**config.mk**
```make
export PLATFORM = sky130hd
export DESIGN_NAME = led_segment_source_mapper_unit
export DESIGN_NICKNAME = d
export VERILOG_FILES = /design/src/sv/lsm_pkg.sv /design/src/sv/lsm_mod_cell.sv /design/src/sv/lsm_decode.sv /design/src/sv/led_segment_source_mapper_unit.sv
export SDC_FILE = /design/constraint.sdc
export NUM_CORES = 1
export LEC_CHECK = 0
export ABC_AREA = 1
export BUFFER_PORTS_ARGS = -buffer_cell sky130_fd_sc_hd__buf_2
export CELL_PAD_IN_SITES_DETAIL_PLACEMENT = 0
export CELL_PAD_IN_SITES_GLOBAL_PLACEMENT = 1
export CORE_ASPECT_RATIO = 1.75
export CORE_MARGIN = 4
export CORE_UTILIZATION = 35
export DETAILED_ROUTE_END_ITERATION = 8
export PLACE_DENSITY = 0.61
export REMOVE_ABC_BUFFERS = 1
export SETUP_SLACK_MARGIN = 0.02
export SLEW_MARGIN = 10
export SYNTH_ARGS = -nofsm -noshare
export SYNTH_HDL_FRONTEND = slang
export SYNTH_SLANG_ARGS = --single-unit
export TNS_END_PERCENT = 10
```
**constraint.sdc**
```tcl
create_clock -name clock -period 13.7 [get_ports clock]
set_input_delay 0 -clock clock [delete_from_list [all_inputs] [get_ports clock]]
set_output_delay 0 -clock clock [all_outputs]
set_load 0.05 [all_outputs]
```
**src/sv/lsm_pkg.sv**
```systemverilog
`timescale 1ns / 1ps

package lsm_pkg;

   // field widths
   localparam int IDX_W   = 11;
   localparam int CNT_W   = 11;
   localparam int SRC_W   = 10;
   localparam int START_W = 10;
   localparam int OFS_W   = 16;
   localparam int DATA_W  = 16;
   localparam int CSR_IDX_W = 3;

   // counts above this are clamped before use
   localparam int MAX_LEDS = 1024;
   localparam logic [CNT_W-1:0] CNT_MAX = CNT_W'(MAX_LEDS);

   // offset modulo chain: one cell per dividend bit, then one register for the sign fix
   localparam int CHAIN_DEPTH = OFS_W;
   localparam int SETTLE_CYCLES = CHAIN_DEPTH + 1;
   localparam int SETTLE_W = $clog2(SETTLE_CYCLES + 1);

   // register indexes
   localparam logic [CSR_IDX_W-1:0] CSR_LINE_MODE       = 3'd0;
   localparam logic [CSR_IDX_W-1:0] CSR_SECOND_REVERSED = 3'd1;
   localparam logic [CSR_IDX_W-1:0] CSR_ROTATE_LEFT     = 3'd2;
   localparam logic [CSR_IDX_W-1:0] CSR_START_OFFSET    = 3'd3;
   localparam logic [CSR_IDX_W-1:0] CSR_VIRTUAL_COUNT   = 3'd4;
   localparam logic [CSR_IDX_W-1:0] CSR_FIRST_COUNT     = 3'd5;
   localparam logic [CSR_IDX_W-1:0] CSR_SECOND_COUNT    = 3'd6;
   localparam logic [CSR_IDX_W-1:0] CSR_SECOND_START    = 3'd7;

   typedef struct packed {
      logic                    line_mode;
      logic                    second_reversed;
      logic                    rotate_left;
      logic signed [OFS_W-1:0] start_offset;
      logic [CNT_W-1:0]        virtual_count;
      logic [CNT_W-1:0]        first_count;
      logic [CNT_W-1:0]        second_count;
      logic [START_W-1:0]      second_start;
   } cfg_type;

   typedef struct packed {
      logic [SRC_W-1:0] base;
      logic             written;
      logic             in_second;
      logic [CNT_W-1:0] total;
   } dec_type;

   // partial remainder word handed from cell to cell
   typedef struct packed {
      logic [CNT_W-1:0] rem;
      logic [OFS_W-1:0] dvd;
      logic [CNT_W-1:0] div;
      logic             neg;
   } cell_type;

   function automatic logic [CNT_W-1:0] sat_count(input logic [CNT_W-1:0] c);
      return (c > CNT_MAX) ? CNT_MAX : c;
   endfunction

endpackage

```
**src/sv/lsm_mod_cell.sv**
```systemverilog
`timescale 1ns / 1ps

module lsm_mod_cell (
   input  logic              clock,
   input  lsm_pkg::cell_type prev,
   output lsm_pkg::cell_type next_ff
);
   import lsm_pkg::*;

   logic [CNT_W:0] shifted;
   logic [CNT_W:0] diff;
   cell_type       next_in;

   // one restoring division step: bring down the next dividend bit
   always_comb begin
      shifted = {prev.rem, prev.dvd[OFS_W-1]};
      diff    = shifted - {1'b0, prev.div};
      next_in.rem = (shifted >= {1'b0, prev.div}) ? diff[CNT_W-1:0] : shifted[CNT_W-1:0];
      next_in.dvd = {prev.dvd[OFS_W-2:0], 1'b0};
      next_in.div = prev.div;
      next_in.neg = prev.neg;
   end

   always_ff @(posedge clock) begin
      next_ff <= next_in;
   end

endmodule

```
**src/sv/lsm_decode.sv**
```systemverilog
`timescale 1ns / 1ps

module lsm_decode (
   input  logic [lsm_pkg::IDX_W-1:0] led_index,
   input  lsm_pkg::cfg_type          cfg,
   output lsm_pkg::dec_type          dec
);
   import lsm_pkg::*;

   logic [CNT_W-1:0] vc;
   logic [CNT_W-1:0] fc;
   logic [CNT_W-1:0] sc;
   logic [CNT_W-1:0] p;
   logic [CNT_W-1:0] avail;
   logic [CNT_W:0]   k_w;
   logic [CNT_W-1:0] k;
   logic [CNT_W-1:0] r;
   logic [CNT_W:0]   s;
   logic             in_first;
   logic             in_sec;
   logic             in_line;

   always_comb begin
      vc = sat_count(cfg.virtual_count);
      fc = sat_count(cfg.first_count);
      sc = sat_count(cfg.second_count);
      p = (vc < fc) ? vc : fc;
      if (sc < p) begin
         p = sc;
      end
      avail = (fc < vc) ? fc : vc;

      // position inside the second segment, msb set when before it
      k_w = {1'b0, led_index} - {(CNT_W + 1 - START_W)'(0), cfg.second_start};
      k   = k_w[CNT_W-1:0];

      in_first = led_index < p;
      in_sec   = !k_w[CNT_W] && (k < p);
      in_line  = !k_w[CNT_W] && (k < sc);

      r = cfg.second_reversed ? (p - CNT_W'(1) - k) : k;
      s = cfg.second_reversed ? ({1'b0, fc} + {1'b0, sc} - (CNT_W + 1)'(1) - {1'b0, k})
                              : ({1'b0, fc} + {1'b0, k});

      dec.base      = '0;
      dec.written   = 1'b0;
      dec.in_second = 1'b0;
      if (!cfg.line_mode) begin
         dec.total = p;
         // both segments write in one pass, so on overlap the second only wins when it starts at zero
         if (in_sec && (!in_first || (cfg.second_start == '0))) begin
            dec.base      = r[SRC_W-1:0];
            dec.written   = 1'b1;
            dec.in_second = 1'b1;
         end else if (in_first) begin
            dec.base    = led_index[SRC_W-1:0];
            dec.written = 1'b1;
         end
      end else begin
         dec.total = vc;
         if (in_line && (s < {1'b0, vc})) begin
            dec.base      = s[SRC_W-1:0];
            dec.written   = 1'b1;
            dec.in_second = 1'b1;
         end else if (led_index < avail) begin
            // skipped second source falls back to the first segment
            dec.base    = led_index[SRC_W-1:0];
            dec.written = 1'b1;
         end
      end
   end

endmodule

```
**src/sv/led_segment_source_mapper_unit.sv**
```systemverilog
`timescale 1ns / 1ps

// LED segment source mapper.
// req_ channel: one physical led index per word; rsp_ channel: the virtual
// buffer entry that LED shows, whether it is written and whether the second
// segment supplied it. Both channels use valid/ready.
// A result passes the decode register and then the output register before rsp_valid;
// a new word is taken every cycle unless a stall or the settling row holds req_ready
// low. An output register and a decode register part the two sides, so a stalled
// rsp_ready holds one result while one more word may still enter. The start offset
// modulo the active length comes from a row of 16 division cells plus one fix-up
// register, fed every cycle from the csr registers. After reset and after every csr
// write req_ready stays low while that row settles; csr words are taken at any time through csr_we.
// Reset (synchronous, active high) loads the register reset values and
// empties the pipeline.

module led_segment_source_mapper_unit (
   input  logic                              clock,
   input  logic                              reset,
   input  logic                              req_valid,
   output logic                              req_ready,
   input  logic [lsm_pkg::IDX_W-1:0]         req_led_index,
   output logic                              rsp_valid,
   input  logic                              rsp_ready,
   output logic [lsm_pkg::SRC_W-1:0]         rsp_source_index,
   output logic                              rsp_written,
   output logic                              rsp_in_second,
   input  logic                              csr_we,
   input  logic [lsm_pkg::CSR_IDX_W-1:0]     csr_index,
   input  logic [lsm_pkg::DATA_W-1:0]        csr_wdata
);
   import lsm_pkg::*;

   cfg_type             cfg_ff;
   cfg_type             cfg_in;
   logic [SETTLE_W-1:0] settle_ff;
   logic [SETTLE_W-1:0] settle_in;

   dec_type             dec;
   dec_type             b_dec_ff;
   logic                b_valid_ff;
   logic                b_valid_in;
   logic                rsp_valid_ff;
   logic                rsp_valid_in;
   logic [SRC_W-1:0]    rsp_src_ff;
   logic [SRC_W-1:0]    rsp_src_in;
   logic                rsp_wr_ff;
   logic                rsp_sec_ff;

   cell_type            chain [CHAIN_DEPTH+1];
   logic [SRC_W-1:0]    off_ff;
   logic [SRC_W-1:0]    off_in;
   logic [CNT_W-1:0]    tail_diff;

   logic                out_go;
   logic                b_go;
   logic                accept;
   logic signed [CNT_W+1:0] adj;
   logic signed [CNT_W+1:0] tot_s;
   logic signed [CNT_W+1:0] wrap;

   // configuration registers
   always_comb begin
      cfg_in = cfg_ff;
      if (csr_we) begin
         case (csr_index)
            CSR_LINE_MODE:       cfg_in.line_mode       = csr_wdata[0];
            CSR_SECOND_REVERSED: cfg_in.second_reversed = csr_wdata[0];
            CSR_ROTATE_LEFT:     cfg_in.rotate_left     = csr_wdata[0];
            CSR_START_OFFSET:    cfg_in.start_offset    = $signed(csr_wdata[OFS_W-1:0]);
            CSR_VIRTUAL_COUNT:   cfg_in.virtual_count   = csr_wdata[CNT_W-1:0];
            CSR_FIRST_COUNT:     cfg_in.first_count     = csr_wdata[CNT_W-1:0];
            CSR_SECOND_COUNT:    cfg_in.second_count    = csr_wdata[CNT_W-1:0];
            CSR_SECOND_START:    cfg_in.second_start    = csr_wdata[START_W-1:0];
            default:             cfg_in = cfg_ff;
         endcase
      end
      if (csr_we) begin
         settle_in = SETTLE_W'(SETTLE_CYCLES);
      end else if (settle_ff != '0) begin
         settle_in = settle_ff - SETTLE_W'(1);
      end else begin
         settle_in = settle_ff;
      end
   end

   always_ff @(posedge clock) begin
      if (reset) begin
         cfg_ff.line_mode       <= 1'b0;
         cfg_ff.second_reversed <= 1'b1;
         cfg_ff.rotate_left     <= 1'b0;
         cfg_ff.start_offset    <= '0;
         cfg_ff.virtual_count   <= '0;
         cfg_ff.first_count     <= '0;
         cfg_ff.second_count    <= '0;
         cfg_ff.second_start    <= '0;
         settle_ff              <= SETTLE_W'(SETTLE_CYCLES);
      end else begin
         cfg_ff    <= cfg_in;
         settle_ff <= settle_in;
      end
   end

   // per-word decode of segment membership and unrotated source
   lsm_decode u_decode (
      .led_index (req_led_index),
      .cfg       (cfg_ff),
      .dec       (dec)
   );

   // offset modulo active length: magnitude through the cells, sign fixed at the tail
   always_comb begin
      chain[0].rem = '0;
      chain[0].dvd = cfg_ff.start_offset[OFS_W-1] ? OFS_W'(-cfg_ff.start_offset)
                                                  : OFS_W'(cfg_ff.start_offset);
      chain[0].div = dec.total;
      chain[0].neg = cfg_ff.start_offset[OFS_W-1];
   end

   for (genvar g = 0; g < CHAIN_DEPTH; g++) begin : g_cell
      lsm_mod_cell u_cell (
         .clock   (clock),
         .prev    (chain[g]),
         .next_ff (chain[g+1])
      );
   end

   always_comb begin
      tail_diff = chain[CHAIN_DEPTH].div - chain[CHAIN_DEPTH].rem;
      off_in = (chain[CHAIN_DEPTH].neg && (chain[CHAIN_DEPTH].rem != '0))
               ? tail_diff[SRC_W-1:0] : chain[CHAIN_DEPTH].rem[SRC_W-1:0];
   end

   always_ff @(posedge clock) begin
      off_ff <= off_in;
   end

   // pipeline flow
   assign out_go    = !rsp_valid_ff || rsp_ready;
   assign b_go      = !b_valid_ff || out_go;
   assign req_ready = b_go && (settle_ff == '0);
   assign accept    = req_valid && req_ready;

   always_comb begin
      b_valid_in   = b_go ? accept : b_valid_ff;
      rsp_valid_in = out_go ? b_valid_ff : rsp_valid_ff;

      // rotate and wrap once into [0, total)
      tot_s = $signed({2'b00, b_dec_ff.total});
      adj = cfg_ff.rotate_left
            ? $signed({3'b000, off_ff}) - $signed({3'b000, b_dec_ff.base})
            : $signed({3'b000, off_ff}) + $signed({3'b000, b_dec_ff.base});
      if (adj < 0) begin
         wrap = adj + tot_s;
      end else if (adj >= tot_s) begin
         wrap = adj - tot_s;
      end else begin
         wrap = adj;
      end
      rsp_src_in = b_dec_ff.written ? wrap[SRC_W-1:0] : '0;
   end

   always_ff @(posedge clock) begin
      if (reset) begin
         b_valid_ff   <= 1'b0;
         rsp_valid_ff <= 1'b0;
      end else begin
         b_valid_ff   <= b_valid_in;
         rsp_valid_ff <= rsp_valid_in;
      end
   end

   always_ff @(posedge clock) begin
      if (b_go) begin
         b_dec_ff <= dec;
      end
      if (out_go) begin
         rsp_src_ff <= rsp_src_in;
         rsp_wr_ff  <= b_dec_ff.written;
         rsp_sec_ff <= b_dec_ff.in_second;
      end
   end

   assign rsp_valid        = rsp_valid_ff;
   assign rsp_source_index = rsp_src_ff;
   assign rsp_written      = rsp_wr_ff;
   assign rsp_in_second    = rsp_sec_ff;

   // no word enters while the offset row settles after a csr write
   assert property (@(posedge clock) disable iff (reset)
      $past(csr_we) |-> !req_ready)
      else $error("word accepted right after a csr write");

   // unwritten results carry no source and no segment
   assert property (@(posedge clock) disable iff (reset)
      (rsp_valid_ff && !rsp_wr_ff) |-> ((rsp_src_ff == '0) && !rsp_sec_ff))
      else $error("unwritten result carries a source");

   // written sources stay below the active length
   assert property (@(posedge clock) disable iff (reset)
      (rsp_valid_ff && rsp_wr_ff) |-> ({1'b0, rsp_src_ff} < dec.total))
      else $error("source index outside active length");

   // a held result is not overwritten while stalled
   assert property (@(posedge clock) disable iff (reset)
      (rsp_valid_ff && !rsp_ready) |=> (rsp_valid_ff && $stable(rsp_src_ff)))
      else $error("stalled result lost");

endmodule

```
==> results.py, run 1 <==
metrics = {
    "setup_path": {
        "max_stage_delay_ns": 0.58,
        "crit_fanout": 23,
        "crit_family": "simple AND/OR/NAND/NOR gates",
        "crit_slowest_cell": "nand3_1",
        "start_kind": "flop",
        "crit_type": "flop to flop",
        "crit_top_cell": "nor2_1",
        "end_kind": "flop",
        "worst_ep_required_time_ns": 14.08,
        "cp_num_buf_inv": 1,
        "worst_ep_arrival_time_ns": 6.95,
    },
    "sta": {
        "worst_pin_slew_ns": 1.085,
        "fin_crit_ns": 6.563,
        "layout_worst_path_cycle_share_pct": 47.91,
        "max_clock_freq_ghz": 0.1524,
        "slew_violations": 0,
        "slew_headroom_pct": 26.99,
        "hold_viol": 0,
        "setup_tns_ns": 0,
        "setup_violations": 0,
        "skew_ns": 0.02843,
        "rsz0062_at_grt": "no",
    },
    "grt": {
        "grt_pass1_wl_mm": 131.1,
        "grt_usage_pct": 19.19,
        "grt_use_met1_pct": 16.33,
        "first_global_vias": 23709,
        "grt_overflow": 0,
        "grt_antenna_before_repair": 0,
        "top_usage_layer": "met2",
        "use_met2_pct": 39.78,
        "grt_max_degree": 34,
        "grt_use_met3_pct": 2.419,
    },
    "floorplanning": {
        "die-width_um": 227.7,
        "ioPinCount": 49,
        "die_y_um": 392.4,
        "dieArea_um2": 89330,
        "core_region_area_um2": 83560,
        "rows": 140,
        "floorplan.initialDensity_pct": 35.37,
    },
    "power": {
        "ir_drop_v": 0.0001447,
        "power.leakage_uw": 0.01567,
        "powerDensity_nw_per_um2": 291.7,
        "power_uw": 9811,
    },
    "cells_and_area": {
        "design_area_um2": 33630,
        "num_antenna_cells": 0,
        "fin_nets": 4062,
        "drive_above_1_share_pct": 5.862,
        "layout.area.seq_um2": 12380,
        "area_growth_pct": 13.80,
        "fillers": 8580,
        "multi_input_area_um2": 14860,
    },
    "placement": {
        "gp_congestion": 1.015,
        "placement.io_buffers": 48,
        "place_area_um2": 31050,
        "hpwl_mm": 69.83,
    },
    "flow_run": {
        "cap_viol_max_count": 0,
    },
    "drt": {
        "dr.pass1.iters": 5,
        "drtIter0Drc": 927,
        "detail_route.vias_per_cell": 4.770,
        "routed_wl_mm": 85.15,
        "dr_total_vias": 22821,
        "drc": 0,
        "post_drt_wl_per_cell_um": 17.80,
        "drtAntennaViolNets": 0,
    },
    "cts": {
        "clkLatencyLatePin_ns": 0.65,
        "root_buffer": "clkbuf_16",
        "path_clk_slew_ns": 0.07,
        "clkSinkCount": 601,
        "numCtsBuffers": 59,
        "h-tree-depth": 2,
        "cts_max_path_buffers": 3,
        "cts_tree": "done",
    },
    "logic_synthesis": {
        "ys_seq_area_share_pct": 41.90,
        "syn_area_per_cell_um2": 8.290,
        "ys.flop_type": "dfxtp_1",
        "postSynthCellCount": 3565,
        "synth_cell_type_count": 56,
        "netlist_area_um2": 29550,
        "ys_ff_latch": 601,
        "yosysWarnings": 0,
        "async_flop_share_pct": 0,
        "synth_edf_count": 35,
    },
    "outcome": {
        "status": "complete, no violations",
    },
    "hold_path": {
        "worst_hold_path_type": "input pin to flop",
    },
}
==> sequential cells by signal, summed over array words and instances, names as in the netlist, 5 cells and up <==
signal	count
off_ff	10
rsp_source_index	10
settle_ff	5
g_cell.u_cell.next_ff	487
cfg_ff	62
b_dec_ff	23
==> timing repair <==
item	in CTS	in global routing
endpoints found under the hold margin	79	0
resized for setup	0	0
setup buffers	0	0
hold buffers	42	0
==> final timing paths <==
kind	start	to	slack, ns	cells after the start
max	cfg_ff[32]	b_dec_ff[12]	7.14	28
min	rsp_ready	rsp_source_index[0]	0.1	3
max reg2reg	cfg_ff[32]	b_dec_ff[12]	7.14	28
min reg2reg	g_cell[10].u_cell.next_ff[25]	g_cell[11].u_cell.next_ff[26]	0.32	0
==> report_power, final <==
part	switching (uW)	leakage [uW]	internal (uW)
registers	356	0.00508	2420
clock network	738	0.00106	1030
logic	3190	0.00953	2070
total	4290	0.0157	5530
==> worst min-delay path, delay by kind of cell <==
kind | cells | cell delay [ns]
buf+inv | 2 | 0.13
simple gates | 1 | 0.32
==> layout make-up <==
class,instances,area share [%]
Timing Repair Buffer,112,2.455
Sequential cell,601,36.82
Tap cell,1065,3.962
Clock buffer,71,4.732
Clock inverter,40,1.682
Inverter,553,6.172
Multi-Input combinational cell,2342,44.18
==> through the flow <==
stage | setup WS (ns) | utilization, % | hold slack, ns | std cells
floorplan | 8.538 | - | 0.06907 | 3496
global placement | 7.102 | 37.17 | 0.2279 | 4631
detailed placement | 7.160 | 37.17 | 0.2334 | 4631
CTS | 7.127 | 40.25 | 0.06312 | 4784
global route | 6.443 | 40.25 | 0.1403 | 4784
finish | 7.137 | 40.25 | 0.09514 | 4784
==> kinds of logic after synthesis <==
group,Yosys count,synth area share (%)
buffers and inverters,622,8.010
AND/OR/NAND/NOR,1031,14.35
XOR/XNOR,181,5.364
AO/OA/AOI/OAI,767,14.17
adder cells (fa/ha/maj),358,16.02
multiplexers,5,0.1905
flip-flops,601,41.90
==> metal layers <==
layer  up-vias  wire length (um)
met5         -                 0
met4         0              6797
met3       205              2118
met2       327             49180
met1     10436             27050
li1      11853                 -
==> placed cells by master, fill, tap and decap left out, drive strengths merged, types with 29 or more instances in the layout <==
master / synthesis / routed
a21oi: 401 / 401
buf: 9 / 70
clkbuf: 60 / 71
dfxtp: 566 / 566
dlygate4sd3: 0 / 42
edfxtp: 35 / 35
fa: 34 / 34
ha: 324 / 324
inv: 551 / 558
nand2: 432 / 432
nand3: 91 / 91
nand4: 30 / 30
nor2: 415 / 415
nor3: 29 / 29
o21ai: 255 / 255
xnor2: 62 / 62
xor2: 119 / 119
==> cell usage after synthesis (10+ instances only) <==
| master | count | area (um^2) |
|---|---|---|
| clkbuf_1 | 60 | 225.2 |
| nor2_1 | 414 | 1554 |
| o31ai_1 | 16 | 120.1 |
| edfxtp_1 | 35 | 1051 |
| nor4_1 | 11 | 68.82 |
| o21ai_0 | 240 | 1201 |
| nand4_1 | 30 | 187.7 |
| xnor2_1 | 62 | 543.0 |
| xor2_1 | 119 | 1042 |
| a21o_1 | 10 | 75.07 |
| o21bai_1 | 22 | 165.2 |
| inv_1 | 550 | 2064 |
| a211oi_1 | 12 | 90.09 |
| fa_1 | 34 | 680.7 |
| nand3_1 | 90 | 450.4 |
| nand2_1 | 424 | 1592 |
| a31oi_1 | 10 | 62.56 |
| a21oi_1 | 399 | 1997 |
| nor3_1 | 28 | 140.1 |
| ha_1 | 324 | 4054 |
| dfxtp_1 | 566 | 11330 |
No activity file was read; power rests on OpenSTA's default activity.
==> run 2: changes to the inputs <==
==> constraint.sdc (replaced) <==
create_clock -name clock -period 6.6 [get_ports clock]
set_input_delay 0 -clock clock [delete_from_list [all_inputs] [get_ports clock]]
set_output_delay 0 -clock clock [all_outputs]
set_load 0.05 [all_outputs]
==> run 2 against run 1 <==
  * Global-route usage is 0.39 points lower
  * First-iteration DRC count decreased by 6.7%
  * Sequential power grew 110%
  * Non-clock buffer count rose by 10
  * Clock skew decreased by 0.0067 ns
  * Utilization up 0.081 points
  * Power up 110%
  * Sequential share of layout area down 0.074 points
  * Critical path type unchanged
  * Largest cell class unchanged
  * Highest routed layer unchanged
==> results.py, run 2 (synthesized netlist as in run 1, its figures left out) <==
metrics = {
    "drt": {
        "drtIter0Drc": 865,
        "drtAntennaViolNets": 0,
        "detail_route.vias_per_cell": 4.765,
        "dr_total_vias": 22839,
        "drc": 0,
        "post_drt_wl_per_cell_um": 17.58,
        "dr.pass1.iters": 7,
        "routed_wl_mm": 84.26,
    },
    "grt": {
        "grt_max_degree": 38,
        "first_global_vias": 23619,
        "grt_pass1_wl_mm": 128.8,
        "grt_overflow": 0,
        "grt_antenna_before_repair": 0,
        "grt_usage_pct": 18.80,
    },
    "setup_path": {
        "start_kind": "flop",
        "crit_family": "simple AND/OR/NAND/NOR gates",
        "worst_ep_required_time_ns": 7.09,
        "max_stage_delay_ns": 0.44,
        "cp_num_buf_inv": 2,
        "reg2reg_depth": 29,
        "end_kind": "flop",
        "r2r_slack_ns": 0.59,
        "crit_type": "flop to flop",
        "crit_fanout": 23,
        "reg2reg_from": "cfg_ff[34]",
        "regToRegEndpoint": "b_dec_ff[18]",
        "crit_top_cell": "nand3_1",
        "worst_ep_arrival_time_ns": 6.50,
        "crit_slowest_cell": "o21ai_0",
    },
    "cells_and_area": {
        "fin_nets": 4072,
        "top_regs": "g_cell.u_cell.next_ff: 487 flops, cfg_ff: 62 flops, b_dec_ff: 23 flops",
        "largest_register": "g_cell.u_cell.next_ff",
        "drive_above_1_share_pct": 6.116,
        "fillers": 8559,
        "layout_common_cells": "566 x dfxtp_1, 550 x inv_1, 424 x nand2_1, 414 x nor2_1, 399 x a21oi_1",
        "area_growth_pct": 14.03,
        "largest_reg_flops": 487,
        "multi_input_area_um2": 14850,
        "num_antenna_cells": 0,
        "fin_util_pct": 40.33,
        "layout_commonest_cell": "dfxtp_1",
        "layout.area.seq_um2": 12380,
    },
    "sta": {
        "rsz0062_at_grt": "no",
        "setup_violations": 0,
        "slew_headroom_pct": 37.48,
        "skew_ns": 0.02172,
        "hold_viol": 0,
        "worst_pin_slew_ns": 0.9367,
        "whs_ns": 0.04482,
        "max_clock_freq_ghz": 0.1664,
        "layout_worst_path_cycle_share_pct": 91.05,
        "fin_crit_ns": 6.009,
        "setup_tns_ns": 0,
        "slew_violations": 0,
        "setup_ws_ns": 0.5908,
    },
    "outcome": {
        "status": "complete, no violations",
    },
    "floorplanning": {
        "floorplan.initialDensity_pct": 35.37,
        "dieArea_um2": 89330,
        "die-width_um": 227.7,
        "ioPinCount": 49,
        "die_y_um": 392.4,
        "rows": 140,
        "core_region_area_um2": 83560,
    },
    "placement": {
        "hpwl_mm": 69.24,
        "gp_congestion": 0.9496,
        "placement.io_buffers": 48,
        "dp_slack_ns": 0.5346,
    },
    "hold_path": {
        "min_to": "rsp_valid",
        "min-delay-start": "rsp_ready",
        "worst_hold_path_type": "input pin to flop",
        "worstHoldPathCells": 4,
    },
    "cts": {
        "path_clk_slew_ns": 0.07,
        "clkSinkCount": 601,
        "cts_max_path_buffers": 3,
        "root_buffer": "clkbuf_16",
        "numCtsBuffers": 59,
        "cts_tree": "done",
        "clkLatencyLatePin_ns": 0.64,
        "h-tree-depth": 2,
    },
    "power": {
        "powerDensity_nw_per_um2": 605.9,
        "ir_drop_v": 0.0003709,
        "power_uw": 20420,
        "power.leakage_uw": 0.01571,
    },
    "flow_run": {
        "cap_viol_max_count": 0,
    },
}
[run 2: stage by stage]
step,instance area [um^2],std cells
final,33700,4793
after floorplan,29260,3496
after CTS,33700,4793
after global routing,33700,4793
after detailed placement,31130,4643
after global placement,31130,4643
[run 2: report_power, final]
group | internal [uW] | switching, uW | total, uW
combinational | 4320 | 6630 | 11000
sequential | 5030 | 739 | 5770
clock | 2200 | 1490 | 3690
total | 11600 | 8870 | 20400
[run 2: how the worst max path moves through the flow]
stage / to / slack [ns] / cells past startpoint / start
2_1_floorplan: b_dec_ff[13] / 1.44 / 30 / cfg_ff[38]
3_3_place_gp: b_dec_ff[14] / 0.65 / 30 / cfg_ff[34]
3_5_place_dp: b_dec_ff[13] / 0.53 / 29 / cfg_ff[34]
4_1_cts: b_dec_ff[13] / 0.50 / 29 / cfg_ff[34]
5_1_grt: b_dec_ff[13] / 0.08 / 31 / cfg_ff[38]
6_report: b_dec_ff[18] / 0.59 / 29 / cfg_ff[34]
[run 2: what timing repair did]
item	in CTS	in global routing
hold buffers	40	0
hold endpoints to repair	79	0
resized for setup	0	1
setup buffers	0	0
setup endpoints to repair	0	4
[run 2: layout make-up]
class                      count  area share [%]
clock buffer                  75           4.856
inverter                     553           6.160
timing repair buffer         122           2.658
sequential                   601           36.74
tap                         1065           3.954
multi-input combinational   2342           44.06
clock inverter                35           1.567
[run 2: worst reg2reg max path: cells and delay by family, from the launching register on]
kind / cells / cell delay [ns]
compound gates: 7 / 1.68
buf+inv: 2 / 0.30
flops: 1 / 0.32
simple gates: 17 / 2.48
fa+ha+maj: 3 / 1.08
[run 2: per-layer routing]
layer | up-vias | GRT usage, % | wire [um]
met2 | 315 | 39.80 | 49430
met5 | - | 0 | 0
met1 | 10470 | 16.16 | 27160
met3 | 192 | 2.113 | 1821
li1 | 11862 | - | -
met4 | 0 | 10.77 | 5849
==> run 3: changes to the inputs <==
--- a/config.mk
+++ b/config.mk
@@ -14,7 +14,6 @@
 export CORE_UTILIZATION = 35
 export DETAILED_ROUTE_END_ITERATION = 8
 export PLACE_DENSITY = 0.61
-export REMOVE_ABC_BUFFERS = 1
 export SETUP_SLACK_MARGIN = 0.02
 export SLEW_MARGIN = 10
 export SYNTH_ARGS = -nofsm -noshare
==> run 3 against run 2 <==
  * Sequential power about the same
  * Sequential cell count unchanged
  * Clock-buffer cell count up 6
  * Cell count unchanged
  * Register-to-register slack better by 0.06 ns
  * Fmax up 1.1%
  * Critical endpoint is now b_dec_ff[14]
  * Sequential share of layout area about the same
  * Utilization about the same
  * Wire length up 1.3%
  * Highest routed layer unchanged
  * Critical path type unchanged
==> results.py, run 3 (synthesized netlist as in run 1, its figures left out) <==
metrics = {
    "setup_path": {
        "crit_slowest_cell": "ha_1",
        "start_kind": "flop",
        "crit_type": "flop to flop",
        "end_kind": "flop",
        "reg2reg_from": "cfg_ff[36]",
        "worst_ep_arrival_time_ns": 6.32,
        "crit_top_cell": "nand2_1",
        "worst_ep_required_time_ns": 6.97,
        "reg2reg_depth": 30,
        "crit_fanout": 20,
        "r2r_slack_ns": 0.65,
        "max_stage_delay_ns": 0.42,
        "startpoint": "cfg_ff[36]",
        "regToRegEndpoint": "b_dec_ff[14]",
    },
    "cells_and_area": {
        "drive_above_1_share_pct": 6.035,
        "largest_register": "g_cell.u_cell.next_ff",
        "fillers": 8599,
        "top_regs": "g_cell.u_cell.next_ff: 487 flops, cfg_ff: 62 flops, b_dec_ff: 23 flops",
        "fin_nets": 4077,
        "area_growth_pct": 14.15,
        "layout.area.seq_um2": 12380,
        "largest_reg_flops": 487,
        "layout_commonest_cell": "dfxtp_1",
        "design_area_um2": 33740,
        "fin_util_pct": 40.38,
        "num_antenna_cells": 0,
        "layout_common_cells": "566 x dfxtp_1, 550 x inv_1, 424 x nand2_1, 413 x nor2_1, 399 x a21oi_1",
        "multi_input_area_um2": 14860,
    },
    "floorplanning": {
        "die_y_um": 392.4,
        "die-width_um": 227.7,
        "floorplan.initialDensity_pct": 35.37,
        "rows": 140,
        "ioPinCount": 49,
        "dieArea_um2": 89330,
        "core_region_area_um2": 83560,
    },
    "cts": {
        "cts_max_path_buffers": 3,
        "clkSinkCount": 601,
        "clkLatencyLatePin_ns": 0.62,
        "h-tree-depth": 2,
        "numCtsBuffers": 58,
        "cts_tree": "done",
        "path_clk_slew_ns": 0.07,
        "root_buffer": "clkbuf_16",
        "cts_setup_buffers": 0,
    },
    "sta": {
        "rsz0062_at_grt": "no",
        "layout_worst_path_cycle_share_pct": 90.10,
        "skew_ns": 0.01969,
        "worst_pin_slew_ns": 0.9277,
        "max_clock_freq_ghz": 0.1682,
        "slew_violations": 0,
        "setup_violations": 0,
        "slew_headroom_pct": 38.09,
        "fin_crit_ns": 5.947,
        "whs_ns": 0.06403,
        "setup_tns_ns": 0,
        "hold_viol": 0,
    },
    "placement": {
        "gp_congestion": 0.9788,
        "hpwl_mm": 70.12,
        "place_area_um2": 31160,
        "placement.io_buffers": 48,
    },
    "drt": {
        "dr_total_vias": 22810,
        "detail_route.vias_per_cell": 4.759,
        "routed_wl_mm": 85.39,
        "drtAntennaViolNets": 0,
        "drc": 0,
        "drtIter0Drc": 864,
        "dr.pass1.iters": 5,
        "post_drt_wl_per_cell_um": 17.82,
    },
    "grt": {
        "use_met2_pct": 40.51,
        "grt_use_met3_pct": 2.068,
        "first_global_vias": 23784,
        "grt_antenna_before_repair": 0,
        "grt_overflow": 0,
        "grt_max_degree": 36,
        "grt_use_met1_pct": 16.25,
        "grt_pass1_wl_mm": 130.9,
        "top_usage_layer": "met2",
        "grt_usage_pct": 19.17,
    },
    "hold_path": {
        "worst_hold_path_type": "input pin to flop",
        "min_to": "rsp_valid",
        "min-delay-start": "rsp_ready",
        "worstHoldPathCells": 4,
    },
    "power": {
        "power.leakage_uw": 0.01571,
        "ir_drop_v": 0.0002617,
        "powerDensity_nw_per_um2": 602.8,
    },
    "logic_synthesis": {
        "synth.net_count": 3958,
    },
    "flow_run": {
        "cap_viol_max_count": 0,
    },
    "outcome": {
        "status": "complete, no violations",
    },
}
run 3: final cells by class:
cell class	count	area share, %
Clock buffer	81	5.170
Clock inverter	23	1.176
Inverter	553	6.153
Multi-Input combinational cell	2342	44.04
Sequential cell	601	36.70
Tap cell	1065	3.950
Timing Repair Buffer	128	2.811
run 3: worst max-delay path by stage:
stage,end,cells after the start
2_1_floorplan,b_dec_ff[21],35
3_3_place_gp,b_dec_ff[13],30
3_5_place_dp,b_dec_ff[14],30
4_1_cts,b_dec_ff[16],29
5_1_grt,b_dec_ff[17],31
6_report,b_dec_ff[14],30
run 3: repair_timing:
item | in CTS | in global routing
hold buffers | 43 | 0
endpoints found under the setup margin | 0 | 8
endpoints found under the hold margin | 79 | 0
resized for setup | 0 | 2
run 3: layer usage:
metal  up-vias  part of all wire, %
li1      11890                    -
met1     10402                   32
met2       319                   59
met3       199                  2.2
met4         0                  7.5
met5         -                    0
run 3: critical path: cells and delay by family (launching register included):
family,cells,cell delay [ns]
AND/OR/NAND/NOR,16,2.08
adder cells (fa/ha/maj),3,1.05
buffers and inverters,3,0.49
flip-flops,1,0.32
AO/OA/AOI/OAI,8,1.74
run 3: through the flow:
step           setup WS, ns  power [uW]  std cells
6_report             0.6534       20330       4793
5_1_grt             0.08346       22340       4793
4_1_cts              0.5499       20710       4793
3_5_place_dp         0.5998       16880       4646
3_3_place_gp         0.6271       16920       4646
2_1_floorplan         1.439       13950       3565
run 3: power by group:
part | switching [uW] | total (uW) | internal (uW)
clock network | 1450 | 3660 | 2200
logic | 6590 | 10900 | 4310
registers | 746 | 5780 | 5030
total | 8790 | 20300 | 11500
